$ cat src/sv/bps_pkg.sv
// ----------------------------------------------------------------------------
// bps_pkg: shared types and constants of the beep pattern sequencer
// Beat layouts, request and mode codes, register indexes and reset values.
// ----------------------------------------------------------------------------
`default_nettype none

package bps_pkg;

    // Field and register widths
    localparam int DEF_COUNT_BITS   = 8;
    localparam int REQ_BITS         = 2;
    localparam int FIELD_COUNT_BITS = 8;
    localparam int UNIT_BITS        = 14;
    localparam int PERIOD_BITS      = 16;
    localparam int TIMER_BITS       = 16;
    localparam int CFG_DATA_BITS    = 16;
    localparam int CFG_INDEX_BITS   = 1;

    // Register reset values
    localparam logic [UNIT_BITS-1:0]   UNIT_RESET   = UNIT_BITS'(100);
    localparam logic [PERIOD_BITS-1:0] PERIOD_RESET = PERIOD_BITS'(5000);

    // Pattern constants
    localparam int ERR_LONG_BEEPS = 3;
    localparam int LONG_FACTOR    = 3;
    localparam int GAP_FACTOR     = 2;

    typedef enum logic [REQ_BITS-1:0] {
        REQ_TICK  = 2'd0,
        REQ_SHORT = 2'd1,
        REQ_LONG  = 2'd2,
        REQ_ERROR = 2'd3
    } req_t;

    typedef enum logic [1:0] {
        MODE_IDLE    = 2'd0,
        MODE_SHORT   = 2'd1,
        MODE_LONG    = 2'd2,
        MODE_ERRWAIT = 2'd3
    } mode_t;

    typedef enum logic [CFG_INDEX_BITS-1:0] {
        CFG_BEEP_UNIT    = 1'd0,
        CFG_ERROR_PERIOD = 1'd1
    } cfg_index_t;

    typedef struct packed {
        logic [REQ_BITS-1:0]         req_type;
        logic [FIELD_COUNT_BITS-1:0] beep_count;
    } in_item_t;

    typedef struct packed {
        logic                        buzzer_level;
        logic [1:0]                  play_mode;
        logic                        error_loop_on;
        logic [FIELD_COUNT_BITS-1:0] beeps_done;
    } out_item_t;

endpackage

`default_nettype wire

$ cat src/sv/bps_in_stage.sv
// ----------------------------------------------------------------------------
// bps_in_stage: input register
// Captures one input beat per cycle while not stalled and holds it until the engine takes it.
// ----------------------------------------------------------------------------
`default_nettype none

module bps_in_stage
    import bps_pkg::*;
(
    input  wire logic     clk,
    input  wire logic     rst_n,
    input  wire logic     in_valid,
    output logic          in_stall,
    input  wire in_item_t in_data,
    input  wire logic     take,
    output logic          item_valid,
    output in_item_t      item
);

    logic     valid_reg;
    logic     valid_next;
    in_item_t data_reg;
    logic     load;

    // Room when empty or when the held beat leaves this cycle
    assign in_stall   = valid_reg && !take;
    assign load       = in_valid && !in_stall;
    assign valid_next = load || (valid_reg && !take);

    always_ff @(posedge clk or negedge rst_n)
    begin
        if (!rst_n)
        begin
            valid_reg <= 1'b0;
        end
        else
        begin
            valid_reg <= valid_next;
        end
    end

    always_ff @(posedge clk)
    begin
        if (load)
        begin
            data_reg <= in_data;
        end
    end

    assign item_valid = valid_reg;
    assign item       = data_reg;

endmodule

`default_nettype wire

$ cat src/sv/bps_engine.sv
// ----------------------------------------------------------------------------
// bps_engine: beep pattern state and update logic
// Holds the configuration and sequencer state and applies one beat per fire.
// ----------------------------------------------------------------------------
`default_nettype none

module bps_engine
    import bps_pkg::*;
#(
    parameter int COUNT_BITS = DEF_COUNT_BITS
)
(
    input  wire logic                      clk,
    input  wire logic                      rst_n,
    input  wire logic                      cfg_we,
    input  wire logic [CFG_INDEX_BITS-1:0] cfg_index,
    input  wire logic [CFG_DATA_BITS-1:0]  cfg_data,
    input  wire logic                      fire,
    input  wire in_item_t                  item,
    output out_item_t                      result
);

    localparam int WIDE_BITS = (COUNT_BITS > FIELD_COUNT_BITS) ? COUNT_BITS : FIELD_COUNT_BITS;

    logic [UNIT_BITS-1:0]   unit_reg;
    logic [PERIOD_BITS-1:0] period_cfg_reg;

    mode_t                  mode_reg, mode_next;
    logic                   err_cycle_reg, err_cycle_next;
    logic                   short_phase_reg, short_phase_next;
    logic                   high_reg, high_next;
    logic [COUNT_BITS-1:0]  done_reg, done_next;
    logic [COUNT_BITS-1:0]  target_reg, target_next;
    logic [TIMER_BITS-1:0]  step_reg, step_next;
    logic [TIMER_BITS-1:0]  period_reg, period_next;

    logic [TIMER_BITS-1:0]  unit_ext;
    logic [TIMER_BITS-1:0]  long_dur;
    logic [TIMER_BITS-1:0]  gap_dur;
    logic [WIDE_BITS-1:0]   count_in_wide;
    logic [WIDE_BITS-1:0]   done_wide;

    assign unit_ext      = TIMER_BITS'(unit_reg);
    assign long_dur      = TIMER_BITS'(32'(unit_reg) * LONG_FACTOR);
    assign gap_dur       = TIMER_BITS'(32'(unit_reg) * GAP_FACTOR);
    assign count_in_wide = WIDE_BITS'(item.beep_count);

    // Configuration registers
    always_ff @(posedge clk or negedge rst_n)
    begin
        if (!rst_n)
        begin
            unit_reg       <= UNIT_RESET;
            period_cfg_reg <= PERIOD_RESET;
        end
        else if (cfg_we)
        begin
            case (cfg_index_t'(cfg_index))
                CFG_BEEP_UNIT:    unit_reg       <= cfg_data[UNIT_BITS-1:0];
                CFG_ERROR_PERIOD: period_cfg_reg <= cfg_data[PERIOD_BITS-1:0];
                default:          ;
            endcase
        end
    end

    // Next state
    always_comb
    begin
        logic [TIMER_BITS-1:0] step_inc;
        logic [TIMER_BITS-1:0] per_inc;
        logic [TIMER_BITS-1:0] dur;

        mode_next        = mode_reg;
        err_cycle_next   = err_cycle_reg;
        short_phase_next = short_phase_reg;
        high_next        = high_reg;
        done_next        = done_reg;
        target_next      = target_reg;
        step_next        = step_reg;
        period_next      = period_reg;

        step_inc = (step_reg != '1) ? step_reg + TIMER_BITS'(1) : step_reg;
        per_inc  = (err_cycle_reg && period_reg != '1) ? period_reg + TIMER_BITS'(1)
                                                       : period_reg;
        dur      = (mode_reg == MODE_LONG) ? long_dur : unit_ext;

        if (fire)
        begin
            case (req_t'(item.req_type))
                REQ_SHORT, REQ_LONG:
                begin
                    err_cycle_next   = 1'b0;
                    short_phase_next = 1'b0;
                    mode_next        = (req_t'(item.req_type) == REQ_SHORT) ? MODE_SHORT
                                                                            : MODE_LONG;
                    target_next      = count_in_wide[COUNT_BITS-1:0];
                    done_next        = '0;
                    step_next        = '0;
                    high_next        = 1'b1;
                end
                REQ_ERROR:
                begin
                    if (!err_cycle_reg)
                    begin
                        err_cycle_next   = 1'b1;
                        short_phase_next = 1'b0;
                        mode_next        = MODE_ERRWAIT;
                        high_next        = 1'b0;
                        done_next        = '0;
                        step_next        = '0;
                        period_next      = '0;
                    end
                end
                REQ_TICK:
                begin
                    period_next = per_inc;
                    if (mode_reg == MODE_SHORT || mode_reg == MODE_LONG)
                    begin
                        step_next = step_inc;
                        if (high_reg)
                        begin
                            // end of a beep
                            if (step_inc >= dur)
                            begin
                                high_next = 1'b0;
                                step_next = '0;
                                done_next = (done_reg != '1) ? done_reg + COUNT_BITS'(1)
                                                             : done_reg;
                            end
                        end
                        else if (done_reg >= target_reg)
                        begin
                            if (err_cycle_reg && mode_reg == MODE_LONG && !short_phase_reg)
                            begin
                                // chain the short beep; the gap keeps counting
                                mode_next        = MODE_SHORT;
                                target_next      = COUNT_BITS'(1);
                                done_next        = '0;
                                short_phase_next = 1'b1;
                            end
                            else if (err_cycle_reg)
                            begin
                                mode_next        = MODE_ERRWAIT;
                                short_phase_next = 1'b0;
                            end
                            else
                            begin
                                mode_next = MODE_IDLE;
                            end
                        end
                        else if (step_inc >= gap_dur)
                        begin
                            high_next = 1'b1;
                            step_next = '0;
                        end
                    end
                    else if (mode_reg == MODE_ERRWAIT)
                    begin
                        if (per_inc > period_cfg_reg)
                        begin
                            period_next      = '0;
                            short_phase_next = 1'b0;
                            mode_next        = MODE_LONG;
                            target_next      = COUNT_BITS'(ERR_LONG_BEEPS);
                            done_next        = '0;
                            step_next        = '0;
                            high_next        = 1'b1;
                        end
                    end
                end
                default: ;
            endcase
        end
    end

    always_ff @(posedge clk or negedge rst_n)
    begin
        if (!rst_n)
        begin
            mode_reg        <= MODE_IDLE;
            err_cycle_reg   <= 1'b0;
            short_phase_reg <= 1'b0;
            high_reg        <= 1'b0;
            done_reg        <= '0;
            target_reg      <= '0;
            step_reg        <= '0;
            period_reg      <= '0;
        end
        else
        begin
            mode_reg        <= mode_next;
            err_cycle_reg   <= err_cycle_next;
            short_phase_reg <= short_phase_next;
            high_reg        <= high_next;
            done_reg        <= done_next;
            target_reg      <= target_next;
            step_reg        <= step_next;
            period_reg      <= period_next;
        end
    end

    // Outputs: the state after this beat
    assign done_wide = WIDE_BITS'(done_next);

    always_comb
    begin
        result.buzzer_level  = high_next;
        result.play_mode     = mode_next;
        result.error_loop_on = err_cycle_next;
        result.beeps_done    = done_wide[FIELD_COUNT_BITS-1:0];
    end

endmodule

`default_nettype wire

$ cat src/sv/bps_out_stage.sv
// ----------------------------------------------------------------------------
// bps_out_stage: result register
// Holds one result beat until the receiver takes it.
// ----------------------------------------------------------------------------
`default_nettype none

module bps_out_stage
    import bps_pkg::*;
(
    input  wire logic      clk,
    input  wire logic      rst_n,
    input  wire logic      load,
    input  wire out_item_t result,
    output logic           ready,
    output logic           out_valid,
    input  wire logic      out_stall,
    output out_item_t      out_data
);

    logic      valid_reg;
    logic      valid_next;
    out_item_t data_reg;

    assign ready      = !valid_reg || !out_stall;
    assign valid_next = ready ? load : valid_reg;

    always_ff @(posedge clk or negedge rst_n)
    begin
        if (!rst_n)
        begin
            valid_reg <= 1'b0;
        end
        else
        begin
            valid_reg <= valid_next;
        end
    end

    always_ff @(posedge clk)
    begin
        if (ready && load)
        begin
            data_reg <= result;
        end
    end

    assign out_valid = valid_reg;
    assign out_data  = data_reg;

endmodule

`default_nettype wire

$ cat src/sv/beep_pattern_sequencer_core.sv
// Path: a beat is held in the input register, its result in the result register.
// Throughput: one beat per cycle while out_stall is low; while a result waits, the
//   input register takes one more beat, then stalls input; the update is one pass.
// Reset: rst_n clears both stages and the sequencer (idle, silent, counters zero);
//   beep_unit_ms returns to 100 and error_period_ms to 5000.
// ----------------------------------------------------------------------------
// beep_pattern_sequencer_core: buzzer beep pattern sequencer
// Turns 1 ms tick beats and start commands into a buzzer level, a play mode,
// the error loop flag and a count of finished beeps, one result per beat.
// ----------------------------------------------------------------------------
`default_nettype none

module beep_pattern_sequencer_core
    import bps_pkg::*;
#(
    parameter int COUNT_BITS = DEF_COUNT_BITS
)
(
    input  wire logic                      clk,
    input  wire logic                      rst_n,
    // input channel
    input  wire logic                      in_valid,
    output logic                           in_stall,
    input  wire in_item_t                  in_data,
    // result channel
    output logic                           out_valid,
    input  wire logic                      out_stall,
    output out_item_t                      out_data,
    // configuration writes
    input  wire logic                      cfg_we,
    input  wire logic [CFG_INDEX_BITS-1:0] cfg_index,
    input  wire logic [CFG_DATA_BITS-1:0]  cfg_data
);

    logic      item_valid;
    in_item_t  item;
    logic      out_ready;
    logic      fire;
    out_item_t result;

    // Stage 1: hold the incoming beat
    bps_in_stage u_in
    (
        .clk        (clk),
        .rst_n      (rst_n),
        .in_valid   (in_valid),
        .in_stall   (in_stall),
        .in_data    (in_data),
        .take       (out_ready),
        .item_valid (item_valid),
        .item       (item)
    );

    // Advance the sequencer only when the result has somewhere to go
    assign fire = item_valid && out_ready;

    // Stage 2: update state and form the result from the state after the beat
    bps_engine #(
        .COUNT_BITS (COUNT_BITS)
    ) u_engine
    (
        .clk       (clk),
        .rst_n     (rst_n),
        .cfg_we    (cfg_we),
        .cfg_index (cfg_index),
        .cfg_data  (cfg_data),
        .fire      (fire),
        .item      (item),
        .result    (result)
    );

    // Result register: drop into it on fire, hold while the receiver stalls
    bps_out_stage u_out
    (
        .clk       (clk),
        .rst_n     (rst_n),
        .load      (fire),
        .result    (result),
        .ready     (out_ready),
        .out_valid (out_valid),
        .out_stall (out_stall),
        .out_data  (out_data)
    );

endmodule

`default_nettype wire

$ cat config.mk
export PLATFORM = sky130hd
export DESIGN_NAME = beep_pattern_sequencer_core
export DESIGN_NICKNAME = d
export VERILOG_FILES = /design/src/sv/bps_pkg.sv /design/src/sv/bps_in_stage.sv /design/src/sv/bps_engine.sv /design/src/sv/bps_out_stage.sv /design/src/sv/beep_pattern_sequencer_core.sv
export SDC_FILE = /design/constraint.sdc
export NUM_CORES = 1
export LEC_CHECK = 0
export ABC_AREA = 1
export BUFFER_PORTS_ARGS = -buffer_cell sky130_fd_sc_hd__buf_4
export CAP_MARGIN = 10
export CORE_ASPECT_RATIO = 0.5
export CORE_MARGIN = 1
export CORE_UTILIZATION = 50
export CTS_BUF_LIST = sky130_fd_sc_hd__clkbuf_4
export DETAILED_ROUTE_END_ITERATION = 10
export PLACE_DENSITY = 0.79
export SLEW_MARGIN = 20
export SYNTH_ARGS = -nofsm -noshare
export SYNTH_HDL_FRONTEND = slang
export SYNTH_SLANG_ARGS = --single-unit
export TNS_END_PERCENT = 50
$ cat constraint.sdc
create_clock -name clk -period 6.4 [get_ports clk]
set_input_delay 0.96 -clock clk [delete_from_list [all_inputs] [get_ports clk]]
set_output_delay 0.96 -clock clk [all_outputs]
set_load 0.02 [all_outputs]
# After elaboration in Yosys (flattened, before gate mapping)
# Index checks and enable logic that the tools add are counted.
dict set report word_totals {
  in_bits 32
  regBits 107
}
dict set report classes {
  n_mux 66
  mul 1
  n_lt_le_gt_ge 4
  eq_ne 16
  n_addsub 3
  n_reduce_logical 25
  bitwise_logic 1
}
# cell n
set ops {}
lappend ops {{two-way mux 16 bit} 14}
lappend ops {{two-way mux 8 bit} 16}
lappend ops {{one-hot mux 16 bit (3 select lines)} 1}
lappend ops {{adder 16 x 1 -> 16 bit (second input constant)} 2}
lappend ops {{inequality test 16 bit (second input constant)} 2}
lappend ops {{one-hot mux 16 bit (2 select lines)} 1}
lappend ops {{one-hot mux 8 bit (3 select lines)} 1}
lappend ops {{two-way mux 2 bit} 10}
lappend ops {{two-way mux 1 bit} 18}
lappend ops {{greater-or-equal comparator 16 x 15 -> 1 bit} 1}
lappend ops {{greater-or-equal comparator 16 bit} 1}
lappend ops {{> comparator 16 bit} 1}
lappend ops {{multiplier 14 x 2 -> 16 bit (second input constant)} 1}
lappend ops {{one-hot mux 8 bit (2 select lines)} 1}
lappend ops {{AND reduction 7 bit} 2}
lappend ops {{inequality test 3 bit (second input constant)} 3}
lappend ops {{adder 8 x 1 -> 8 bit (second input constant)} 1}
lappend ops {{== test 2 bit (second input constant)} 4}
lappend ops {{greater-or-equal comparator 8 bit} 1}
lappend ops {{inequality test 8 bit (second input constant)} 1}
lappend ops {{logical AND 1 bit} 7}
lappend ops {{inequality test 3 x 1 -> 1 bit (second input constant)} 2}
lappend ops {{one-hot mux 1 bit (3 select lines)} 2}
lappend ops {{one-hot mux 2 bit (3 select lines)} 1}
lappend ops {{other kinds (13)} 22}

# Longest topological paths before layout
# Gate-level depths: netlist (run 1).
dict set report depth {
  ltp_word 9
  depth_mapped 26
  mapped_depth_nobuf 26
}

# Modules after synthesis
# Synthesis (run 1) repeated with hierarchy kept, for this count alone.
dict set report hier_totals {
  hier_cells 1046
  area_unflattened_um2 7775.0
}
# mod cells_each n_inst area_per_inst_um2
set modules_own_cells {}
lappend modules_own_cells {bps_engine 1010 1 7008.0}
lappend modules_own_cells {bps_out_stage 17 1 401.6}
lappend modules_own_cells {bps_in_stage 17 1 357.8}
lappend modules_own_cells {beep_pattern_sequencer_core 2 1 7.5}

# Least setup slack after synthesis (run 1)
# Ideal clock, no wire load.
dict set report synth_timing {
  kind {register -> register}
  from {register u_engine.unit_reg[1]}
  to {register u_out.data_reg, in the netlist u_out.out_data[0] (data pin)}
  synth_period_minus_slack_ns 3.625
  setup_slack_ns 2.775
  path_stages_with_launch 22
  required_time_ns 6.121
  arrival_ns 3.345
  path_cell_list {dfrtp_1 ha_1 fa_1 nand2_1 inv_1 o21ai_1 nand2_1 a21o_1 a21boi_1 o21ai_0 xor2_1 o21ai_1 ha_1 nand2_1 nor4_1 nand2_1 nand3_1 nand3_1 inv_1 o21ai_0 nand3_1 o21ai_0}
}
# item line
set synth_lines {}
lappend synth_lines {{start, declared} bps_engine.sv:25} ;# logic [UNIT_BITS-1:0] unit_reg;
lappend synth_lines {{start signal, assigned} bps_engine.sv:59} ;# CFG_BEEP_UNIT: unit_reg <= cfg_data[UNIT_BITS-1:0];
lappend synth_lines {{end signal, assigned} bps_out_stage.sv:43} ;# data_reg <= result;
lappend synth_lines {{end, declared} bps_out_stage.sv:22} ;# out_item_t data_reg;

==> summary.txt, run 1 <==
Power and ir drop
  – Sw Ratio: 38.2%
  – Clock power frac: 21.7%
  – Sequential share of power: 46.2%
  – Sw power: 0.000695 W
  – Cell-internal power: 0.00112 W
  – Comb pwr share: 32.1%
  – P_leak: 4.21 nW
  – Power per standard cell area: 223 nW/µm²
  – Peak VDD IR: 0.000122 V

Cells and area
  – Commonest non-fill, non-tap cells in the layout: nand2_1 (257), inv_1 (148), o21ai_0 (104)
  – Leading cell type in the layout, fill and taps excluded: nand2_1
  – Synth-to-layout area growth: 9.59%
  – Final #Nets: 1129
  – Fraction of layout cells with a size suffix above 1: 9.58%

Yosys
  – Library cells used by synthesis: 45
  – Synth Cell Area: 7450 µm²
  – Mux contribution to synthesized area: 0%
  – Adder-Cell Fraction of Synth Area: 13.4%
  – Largest family of logic cells by synthesized area: simple AND/OR/NAND/NOR gates
  – Flops & latches, synth: 107
  – Yosys warns: 0
  – Syn Nets: 1086
  – Seq/Total Area, Yosys: 37.6%
  – Mapped Cells: 975
  – Synth Area per Inst: 7.64 µm²
  – Post-synth EDFFs: 22
  – Ys flop type: dfrtp_1
  – Simple-Gate Fraction of Synth Area: 23.4%
  – Area fraction in compound gates after synthesis: 13.5%
  – Post-Synth XOR/XNOR Area: 3.76%
  – Asr flop ratio synth: 79.4%

Placement
  – IO buf count: 45
  – Placer Congestion: 0.925
  – DP Worst Slack: 2.24 ns
  – HPWL Detailed: 12800 µm

Floorplanning
  – Num rows: 31
  – Die Ht: 88.3 µm
  – Die Wd: 175 µm
  – Core Box Area: 14500 µm²
  – Initial Util: 51.3%
  – Num ports: 46
  – Die area: 15400 µm²

Route
  – Vias/cell: 5.28
  – ANT nets after route: 0
  – Post-Route WL: 16300 µm
  – Wire length per cell: 13.4 µm
  – Vias: 6458
  – TritonRoute pass-1 iters: 6
  – DR DRC count: 0
  – 1st-iter DRT viols: 584

STA
  – Final Critical Period: 4.25 ns
  – Final worst setup slack: 2.15 ns
  – Final setup viols: 0
  – Skew final: 0.0268 ns
  – Final Max Tran Viols: 0
  – Fmax: 235 MHz
  – Final setup TNS: 0 ns
  – Slew @ Worst Pin: 1.10 ns
  – Slew headroom: 26.0%
  – Unrepaired setup endpoints after global routing: no
  – Fin crit share: 66.5%
  – Count of final hold-check violations: 0

Setup path
  – Critical Path AT: 4.46 ns
  – WP data required: 6.61 ns
  – Worst path slowest cell: dfstp_2
  – Critical Path Sink: u_out.out_data[0]
  – CP max FO: 7
  – CP max stage delay: 0.63 ns
  – R2R cell count: 21
  – Reg-to-reg endpoint: u_out.out_data[0]
  – Worst Setup SP: u_engine.unit_reg[2]
  – Crit end category: register
  – CP startpoint kind: register
  – Reg2reg setup slack: 2.15 ns
  – R2r startpoint: u_engine.unit_reg[2]
  – WS Path Type: register to register
  – Crit-path cells: ha_1 > a21oi_1 > nand2_1 > inv_1 > nor2_1 > nor2_1 > o21ai_0 > a21boi_0 > nand2_1 > nand3_1 > o21ai_0 > ha_1 > nand2_1 > nor4_1 > nand2_1 > nand3_1 > nand3_1 > inv_1 > o21ai_0 > nand3_1 > o21ai_0

Clocking
  – Clk_lat worst skew: 0.49 ns
  – Clock Pin Slew Worst Setup and Hold Paths: 0.19 ns
  – Num Clock Sinks: 107
  – Post-CTS Resized: 0
  – CTS Hold Bufs: 0
  – CTS Buffer Depth: 2
  – H-tree Lvls: 3
  – Buffer count from post-CTS setup fixing: 0
  – CTS tree: yes
  – Root Driver: clkbuf_4
  – TritonCTS buffer count: 9

Global route
  – Remaining global-route overflow: 0
  – Number of global-route vias before repair: 6057
  – Tot GR Track Use: 22.2%
  – Initial antenna violation count: 1
  – First-pass GRT wire length: 27600 µm
  – Largest net degree at the start of global routing: 50

Hold path
  – Worst Hold Class: primary input to asynchronous set/reset pin

Status
  – Outcome: finished, final reports clean

Run
  – Number of max-cap violations: 0
[stage by stage]
step	std cells	hold WS (ns)	utilization, %	power [W]	area, µm²
5_1_grt	1222	0.409	56.3	0.00195	8160
3_5_place_dp	1205	0.473	55.0	0.00143	7980
4_1_cts	1221	0.407	56.2	0.00183	8160
3_3_place_gp	1205	0.469	55.0	0.00140	7980
2_1_floorplan	975	0.453	-	0.00127	7450
6_report	1222	0.408	56.3	0.00182	8160
[worst min-delay path by stage]
stage	from	endpoint	slack, ns	depth (start not counted)
2_1_floorplan	u_engine.period_cfg_reg[10]	u_engine.period_cfg_reg[10]	0.45	2
3_3_place_gp	u_engine.period_cfg_reg[13]	u_engine.period_cfg_reg[13]	0.47	2
3_5_place_dp	u_engine.target_reg[6]	u_engine.target_reg[6]	0.47	2
4_1_cts	rst_n	u_engine.unit_reg[1]	0.41	1
5_1_grt	rst_n	u_engine.step_reg[3]	0.41	1
6_report	rst_n	u_engine.step_reg[4]	0.41	1
[kinds of logic (layout without fill, tap and decap cells)]
family | Yosys count | count (layout)
and+or+nand+nor | 402 | 402
DFF | 107 | 107
AOI/OAI and AO/OA | 190 | 190
buffers and inverters | 165 | 213
adders and majority gates | 79 | 79
other | 0 | 1
xor gates and xnor gates | 32 | 32
[final cells by class]
| class | instances | area, µm² |
|---|---|---|
| sequential | 107 | 2800 |
| timing repair buffer | 46 | 345 |
| clock inverter | 7 | 108 |
| antenna | 1 | 2.50 |
| inverter | 151 | 572 |
| tap | 198 | 248 |
| fill | 1345 | 6340 |
| multi-input combinational | 703 | 4020 |
| clock buffer | 9 | 67.6 |
[cell usage after synthesis (7+ instances only)]
master / n / area share [%]
nand4_1: 12 / 1.0
ha_1: 78 / 13
a21oi_1: 60 / 4.0
nand2_1: 257 / 13
nand2_2: 7 / 0.59
o21ai_0: 104 / 7.0
inv_1: 148 / 7.5
clkbuf_1: 11 / 0.55
dfstp_2: 8 / 2.8
nor3_1: 10 / 0.67
xor2_1: 27 / 3.2
nand3_1: 39 / 2.6
edfxtp_1: 22 / 8.9
dfrtp_1: 77 / 26
nor2_1: 55 / 2.8
[power by group through the flow]
stage | clock, W | combinational, W | sequential (W)
after detailed placement | 0 | 0.000581 | 0.000851
after CTS | 0.000405 | 0.000582 | 0.000839
after global placement | 0 | 0.000555 | 0.000849
after global routing | 0.000428 | 0.000676 | 0.000850
final | 0.000394 | 0.000584 | 0.000840
after floorplan | 0 | 0.000424 | 0.000843
[layer usage]
metal | part of all wire [%] | global-route usage [%]
met3 | 4.6 | 3.95
met5 | 0 | 0
met2 | 46 | 38.0
met1 | 48 | 29.6
met4 | 1.2 | 6.01
[worst max-delay path, delay by kind of cell (launching register included)]
family / cells / cell delay (ns)
simple gates: 11 / 1.51
buf+inv: 2 / 0.22
compound gates: 6 / 1.04
fa+ha+maj: 2 / 0.56
flops: 1 / 0.63
No activity file was read; power rests on OpenSTA's default activity.
==> run 2: changes to the inputs <==
--- a/config.mk
+++ b/config.mk
@@ -13,7 +13,7 @@
 export CORE_UTILIZATION = 50
 export CTS_BUF_LIST = sky130_fd_sc_hd__clkbuf_4
 export DETAILED_ROUTE_END_ITERATION = 10
-export PLACE_DENSITY = 0.79
+export PLACE_DENSITY = 0.81
 export SLEW_MARGIN = 20
 export SYNTH_ARGS = -nofsm -noshare
 export SYNTH_HDL_FRONTEND = slang
==> constraint.sdc (replaced) <==
create_clock -name clk -period 3.8 [get_ports clk]
set_input_delay 0.57 -clock clk [delete_from_list [all_inputs] [get_ports clk]]
set_output_delay 0.57 -clock clk [all_outputs]
set_load 0.02 [all_outputs]
==> summary.txt, run 2 (synthesis gave the netlist of run 1 again) <==
Route
  – ANT nets after route: 0 (unchanged)
  – Vias/cell: 5.27 (was 5.28)
  – Post-Route WL: 17000 µm (was 16300 µm)
  – DR DRC count: 0 (unchanged)
  – Vias: 6553 (was 6458)
  – Wire length per cell: 13.7 µm (was 13.4 µm)
  – TritonRoute pass-1 iters: 6 (unchanged)
  – 1st-iter DRT viols: 557 (was 584)

Cells and area
  – Fraction of layout cells with a size suffix above 1: 15.0% (was 9.58%)
  – Number of fill cells: 1284 (was 1345)
  – FF/Latch Area: 2800 µm² (unchanged)
  – Commonest non-fill, non-tap cells in the layout: nand2_1 (249), inv_1 (143), o21ai_0 (85) (was nand2_1 (257), inv_1 (148), o21ai_0 (104))
  – Multi-input gate area: 4180 µm² (was 4020 µm²)
  – Leading cell type in the layout, fill and taps excluded: nand2_1 (unchanged)
  – Cell Count, Final, Fillers Out: 1243 (was 1222)
  – Final #Nets: 1150 (was 1129)
  – Finished Cell Area: 8450 µm² (was 8160 µm²)
  – Synth-to-layout area growth: 13.5% (was 9.59%)

Clocking
  – TritonCTS buffer count: 9 (unchanged)
  – Clk_lat worst skew: 0.49 ns (about the same)
  – CTS Buffer Depth: 2 (unchanged)
  – Clock Pin Slew Worst Setup and Hold Paths: 0.18 ns (was 0.19 ns)
  – H-tree Lvls: 3 (unchanged)
  – Root Driver: clkbuf_4 (unchanged)
  – CTS tree: yes (unchanged)
  – Num Clock Sinks: 107 (unchanged)

Global route
  – Tot GR Track Use: 22.9% (was 22.2%)
  – Remaining global-route overflow: 0 (unchanged)
  – Initial antenna violation count: 1 (unchanged)
  – Number of global-route vias before repair: 6098 (was 6057)
  – Largest net degree at the start of global routing: 42 (was 50)
  – First-pass GRT wire length: 28200 µm (was 27600 µm)

STA
  – Final setup viols: 0 (unchanged)
  – Fin crit share: 99.1% (was 66.5%)
  – Skew final: 0.0279 ns (was 0.0268 ns)
  – Final Max Tran Viols: 0 (unchanged)
  – Slew @ Worst Pin: 1.05 ns (was 1.10 ns)
  – Count of final hold-check violations: 0 (unchanged)
  – Unrepaired setup endpoints after global routing: yes (was no)
  – Fmax: 266 MHz (was 235 MHz)
  – Slew headroom: 29.7% (was 26.0%)
  – Final Critical Period: 3.77 ns (was 4.25 ns)

Run
  – Number of max-cap violations: 0 (unchanged)

Floorplanning
  – Core Box Area: 14500 µm² (unchanged)
  – Initial Util: 51.3% (unchanged)
  – Die area: 15400 µm² (unchanged)
  – Die Wd: 175 µm (unchanged)
  – Die Ht: 88.3 µm (unchanged)
  – Num rows: 31 (unchanged)
  – Num ports: 46 (unchanged)

Hold path
  – Worst Hold Class: primary input to register (was primary input to asynchronous set/reset pin)

Setup path
  – Worst path slowest cell: dfrtp_1 (was dfstp_2)
  – CP startpoint kind: register (unchanged)
  – Crit-path cells: buf_4 > fa_2 > nand2_2 > inv_2 > o21ai_2 > nand2_1 > a21o_1 > a21boi_2 > o21ai_2 > xor2_1 > o21ai_1 > ha_1 > nand2_2 > nor4_4 > nand2_1 > nand3_4 > nand4_1 > nand2_1 > inv_2 > nand2_1 > nand2_1 > nand2_1 > nand2_1 (was ha_1 > a21oi_1 > nand2_1 > inv_1 > nor2_1 > nor2_1 > o21ai_0 > a21boi_0 > nand2_1 > nand3_1 > o21ai_0 > ha_1 > nand2_1 > nor4_1 > nand2_1 > nand3_1 > nand3_1 > inv_1 > o21ai_0 > nand3_1 > o21ai_0)
  – Crit end category: register (unchanged)
  – WP data required: 4.07 ns (was 6.61 ns)
  – CP max FO: 7 (unchanged)
  – Critical Path AT: 4.03 ns (was 4.46 ns)
  – CP max stage delay: 0.42 ns (was 0.63 ns)
  – WP buf/inv: 3 (was 2)
  – Crit-path most repeated cell: nand2_1
  – CP delay by family, top: simple AND/OR/NAND/NOR gates (unchanged)
  – WS Path Type: register to register (unchanged)

Power and ir drop
  – P_leak: 4.33 nW (was 4.21 nW)
  – Peak VDD IR: 0.000160 V (was 0.000122 V)
  – Power per standard cell area: 369 nW/µm² (was 223 nW/µm²)
  – Power, Total: 0.00312 W (was 0.00182 W)

Status
  – Outcome: finished, final reports clean (unchanged)

Placement
  – IO buf count: 45 (unchanged)
  – Placed cell count: 1220 (was 1205)
  – HPWL Detailed: 12900 µm (was 12800 µm)
  – Placer Congestion: 0.920 (was 0.925)
  – DP Area: 8100 µm² (was 7980 µm²)
run 2: changes by cell type in the layout (fill, tap and decap cells not counted), sizes merged:
cell         before  now
buf              46   65
inv             152  154
bufinv            1    0
clkinv            5    4
clkinvlp          0    1
dlygate4sd3       0    1
run 2: power breakdown:
part,internal (W),switching (W)
Combinational,0.000431,0.000690
Clock,0.000152,0.000430
Sequential,0.00131,0.000108
Total,0.00189,0.00123
run 2: area by class of cell:
| type | instances | area share (%) |
|---|---|---|
| Inverter | 151 | 6.83 |
| Clock buffer | 9 | 0.800 |
| Timing Repair Buffer | 66 | 5.89 |
| Sequential cell | 107 | 33.1 |
| Timing Repair inverter | 1 | 0.104 |
| Multi-Input combinational cell | 703 | 49.5 |
| Antenna cell | 1 | 0.0296 |
| Tap cell | 198 | 2.93 |
| Clock inverter | 7 | 0.814 |
run 2: what timing repair did:
action | in CTS | in global routing
buffers inserted | 0 | 4
pin swaps | 0 | 17
resized for setup | 6 | 59
hold buffers | 1 | 0
gates cloned | 0 | 1
endpoints found under the setup margin | 28 | 51
hold endpoints to repair | 9 | 0
run 2: metrics by stage:
stage                     hold WS [ns]  setup TNS [ns]  setup slack (ns)  utilization (%)
after CTS                        0.208               0           0.00217             57.0
after floorplan                  0.274               0             0.175                -
final                            0.242               0            0.0343             58.2
after detailed placement         0.418           -2.14            -0.243             55.8
after global placement           0.412         -0.0570           -0.0501             55.8
after global routing             0.186           -2.19            -0.137             58.2
run 2: path summary, 6_finish.rpt:
path	to	start	slack, ns	cells past startpoint
hold / removal	u_in.item[2]	in_data[2]	0.24	1
max in group asynchronous	u_engine.period_reg[12]	rst_n	2.61	3
setup / recovery	u_out.out_data[2]	u_engine.unit_reg[1]	0.03	23
hold reg to reg	u_engine.period_cfg_reg[8]	u_engine.period_cfg_reg[8]	0.50	2
min in group asynchronous	u_engine.step_reg[3]	rst_n	0.41	2
setup reg to reg	u_out.out_data[2]	u_engine.unit_reg[1]	0.03	23
run 2: metal layers:
layer / vias to the layer above / wire length, µm / global-route usage (%)
li1: 3315 / - / -
met1: 3018 / 7930 / 30.0
met2: 194 / 8010 / 39.7
met3: 26 / 837 / 3.87
met4: 0 / 238 / 6.25
met5: - / 0 / 0
==> run 3: changes to the inputs <==
--- a/config.mk
+++ b/config.mk
@@ -13,7 +13,7 @@
 export CORE_UTILIZATION = 50
 export CTS_BUF_LIST = sky130_fd_sc_hd__clkbuf_4
 export DETAILED_ROUTE_END_ITERATION = 10
-export PLACE_DENSITY = 0.81
+export PLACE_DENSITY = 0.79
 export SLEW_MARGIN = 20
 export SYNTH_ARGS = -nofsm -noshare
 export SYNTH_HDL_FRONTEND = slang
==> constraint.sdc (replaced) <==
create_clock -name clk -period 4 [get_ports clk]
set_input_delay 0.6 -clock clk [delete_from_list [all_inputs] [get_ports clk]]
set_output_delay 0.6 -clock clk [all_outputs]
set_load 0.02 [all_outputs]
==> summary.txt, run 3 (synthesis gave the netlist of run 1 again) <==
STA
  – Final Max Tran Viols: 0 (unchanged)
  – Fmax: 259 MHz (was 266 MHz)
  – Final setup TNS: 0 ns (unchanged)
  – Final worst setup slack: 0.146 ns (was 0.0343 ns)
  – Final setup viols: 0 (unchanged)
  – Count of final hold-check violations: 0 (unchanged)
  – Unrepaired setup endpoints after global routing: yes (unchanged)
  – WHS: 0.185 ns (was 0.242 ns)
  – Skew final: 0.0187 ns (was 0.0279 ns)
  – Final Critical Period: 3.85 ns (was 3.77 ns)
  – Slew @ Worst Pin: 0.862 ns (was 1.05 ns)
  – Fin crit share: 96.3% (was 99.1%)
  – Slew headroom: 42.5% (was 29.7%)

Setup path
  – R2R cell count: 22 (was 23)
  – Reg2reg setup slack: 0.15 ns (was 0.03 ns)
  – WP data required: 4.28 ns (was 4.07 ns)
  – Crit-path most repeated cell: nand2_1 (unchanged)
  – Worst path slowest cell: dfrtp_1 (unchanged)
  – WS Path Type: register to register (unchanged)
  – CP max stage delay: 0.47 ns (was 0.42 ns)
  – CP startpoint kind: register (unchanged)
  – WP buf/inv: 4 (was 3)
  – Crit-path cells: buf_6 > fa_2 > nand2_2 > inv_2 > o21ai_2 > nand2_1 > a21o_1 > a21boi_2 > buf_4 > xnor2_2 > o21ai_1 > ha_1 > nand2_2 > nor4_4 > nand2_1 > nand3_4 > buf_6 > nand4_1 > o21ai_0 > nand3_1 > nand2_1 > nand2_1 (was buf_4 > fa_2 > nand2_2 > inv_2 > o21ai_2 > nand2_1 > a21o_1 > a21boi_2 > o21ai_2 > xor2_1 > o21ai_1 > ha_1 > nand2_2 > nor4_4 > nand2_1 > nand3_4 > nand4_1 > nand2_1 > inv_2 > nand2_1 > nand2_1 > nand2_1 > nand2_1)
  – Crit end category: register (unchanged)
  – Reg-to-reg endpoint: u_out.out_data[4] (was u_out.out_data[2])
  – CP delay by family, top: simple AND/OR/NAND/NOR gates (unchanged)
  – CP max FO: 6 (was 7)
  – Critical Path AT: 4.13 ns (was 4.03 ns)
  – R2r startpoint: u_engine.unit_reg[1] (unchanged)

Route
  – Wire length per cell: 13.3 µm (was 13.7 µm)
  – ANT nets after route: 0 (unchanged)
  – TritonRoute pass-1 iters: 6 (unchanged)
  – DR DRC count: 0 (unchanged)
  – 1st-iter DRT viols: 459 (was 557)
  – Vias: 6451 (was 6553)
  – Vias/cell: 5.24 (was 5.27)
  – Post-Route WL: 16400 µm (was 17000 µm)

Global route
  – Tot GR Track Use: 22.0% (was 22.9%)
  – First-pass GRT wire length: 27200 µm (was 28200 µm)
  – Initial antenna violation count: 1 (unchanged)
  – Remaining global-route overflow: 0 (unchanged)
  – Number of global-route vias before repair: 5901 (was 6098)
  – Largest net degree at the start of global routing: 66 (was 42)

Floorplanning
  – Die area: 15400 µm² (unchanged)
  – Die Wd: 175 µm (unchanged)
  – Core Box Area: 14500 µm² (unchanged)
  – Die Ht: 88.3 µm (unchanged)
  – Num ports: 46 (unchanged)
  – Initial Util: 51.3% (unchanged)
  – Num rows: 31 (unchanged)

Placement
  – IO buf count: 45 (unchanged)
  – HPWL Detailed: 12500 µm (was 12900 µm)
  – Placer Congestion: 0.914 (was 0.920)
  – DP Worst Slack: 0.0192 ns (was -0.243 ns)

Clocking
  – CTS Hold Bufs: 0 (was 1)
  – CTS tree: yes (unchanged)
  – Root Driver: clkbuf_4 (unchanged)
  – TritonCTS buffer count: 9 (unchanged)
  – CTS Buffer Depth: 2 (unchanged)
  – H-tree Lvls: 3 (unchanged)
  – Clock Pin Slew Worst Setup and Hold Paths: 0.19 ns (was 0.18 ns)
  – Num Clock Sinks: 107 (unchanged)
  – Clk_lat worst skew: 0.49 ns (about the same)

Power and ir drop
  – P_leak: 4.26 nW (was 4.33 nW)
  – Power per standard cell area: 349 nW/µm² (was 369 nW/µm²)
  – Peak VDD IR: 0.000164 V (was 0.000160 V)

Cells and area
  – Final #Nets: 1139 (was 1150)
  – Leading cell type in the layout, fill and taps excluded: nand2_1 (unchanged)
  – Fraction of layout cells with a size suffix above 1: 12.1% (was 15.0%)
  – Commonest non-fill, non-tap cells in the layout: nand2_1 (253), inv_1 (146), o21ai_0 (98) (was nand2_1 (249), inv_1 (143), o21ai_0 (85))
  – Synth-to-layout area growth: 11.5% (was 13.5%)

Hold path
  – Worst Hold Class: primary input to asynchronous set/reset pin (was primary input to register)

Status
  – Outcome: finished, final reports clean (unchanged)

Run
  – Number of max-cap violations: 0 (unchanged)
==> run 3: through the flow <==
stage | util (%) | total power, W | area [µm²] | cells
2_1_floorplan | - | 0.00203 | 7450 | 975
3_3_place_gp | 55.4 | 0.00226 | 8040 | 1212
3_5_place_dp | 55.4 | 0.00231 | 8040 | 1212
4_1_cts | 56.4 | 0.00287 | 8190 | 1228
5_1_grt | 57.3 | 0.00312 | 8310 | 1232
6_report | 57.3 | 0.00290 | 8310 | 1232
==> run 3: final cells by class <==
cell class	instances	area (µm²)
Antenna cell	1	2.50
Clock buffer	9	67.6
Clock inverter	7	78.8
Fill cell	1303	6200
Inverter	151	574
Multi-Input combinational cell	703	4110
Sequential cell	107	2800
Tap cell	198	248
Timing Repair Buffer	56	432
==> run 3: report_power, final <==
part           internal [W]  switching, W  leakage (nW)
sequential          0.00124      0.000104          1.31
combinational      0.000369      0.000617          2.88
clock              0.000148      0.000417        0.0717
==> run 3: worst max path at each step <==
stage                                    start                 to  slack, ns  cells after the start
after floorplan           u_engine.unit_reg[1]  u_out.out_data[0]       0.38                     21
after global placement    u_engine.unit_reg[1]  u_out.out_data[0]       0.11                     21
after detailed placement  u_engine.unit_reg[0]  u_out.out_data[0]       0.02                     21
after CTS                 u_engine.unit_reg[1]  u_out.out_data[0]       0.09                     21
after global routing      u_engine.unit_reg[1]  u_out.out_data[4]      -0.11                     22
final                     u_engine.unit_reg[1]  u_out.out_data[4]       0.15                     22
==> run 3: worst register-to-register path, stage by stage, from the launching register on <==
cell      delay, ns
dfrtp_1        0.47
buf_6          0.15
fa_2           0.39
nand2_2        0.07
inv_2          0.04
o21ai_2        0.15
nand2_1        0.09
a21o_1         0.22
a21boi_2       0.17
buf_4          0.14
xnor2_2        0.10
o21ai_1        0.08
ha_1           0.34
nand2_2        0.09
nor4_4         0.28
nand2_1        0.13
nand3_4        0.15
buf_6          0.12
nand4_1        0.09
o21ai_0        0.18
nand3_1        0.08
nand2_1        0.07
nand2_1        0.05
==> run 3: layer usage <==
layer  global-route usage [%]  up-vias  wire [µm]
met3                     3.52       14        820
met1                     30.2     2984       7950
met4                     4.19        0        103
met5                        0        -          0
met2                     37.4      170       7540
li1                         -     3283          -
==> run 3: repair_timing <==
action	4_1_cts	5_1_grt
buffers inserted	0	3
pin swaps	0	12
setup endpoints to repair	1	34
gates resized for setup	1	29
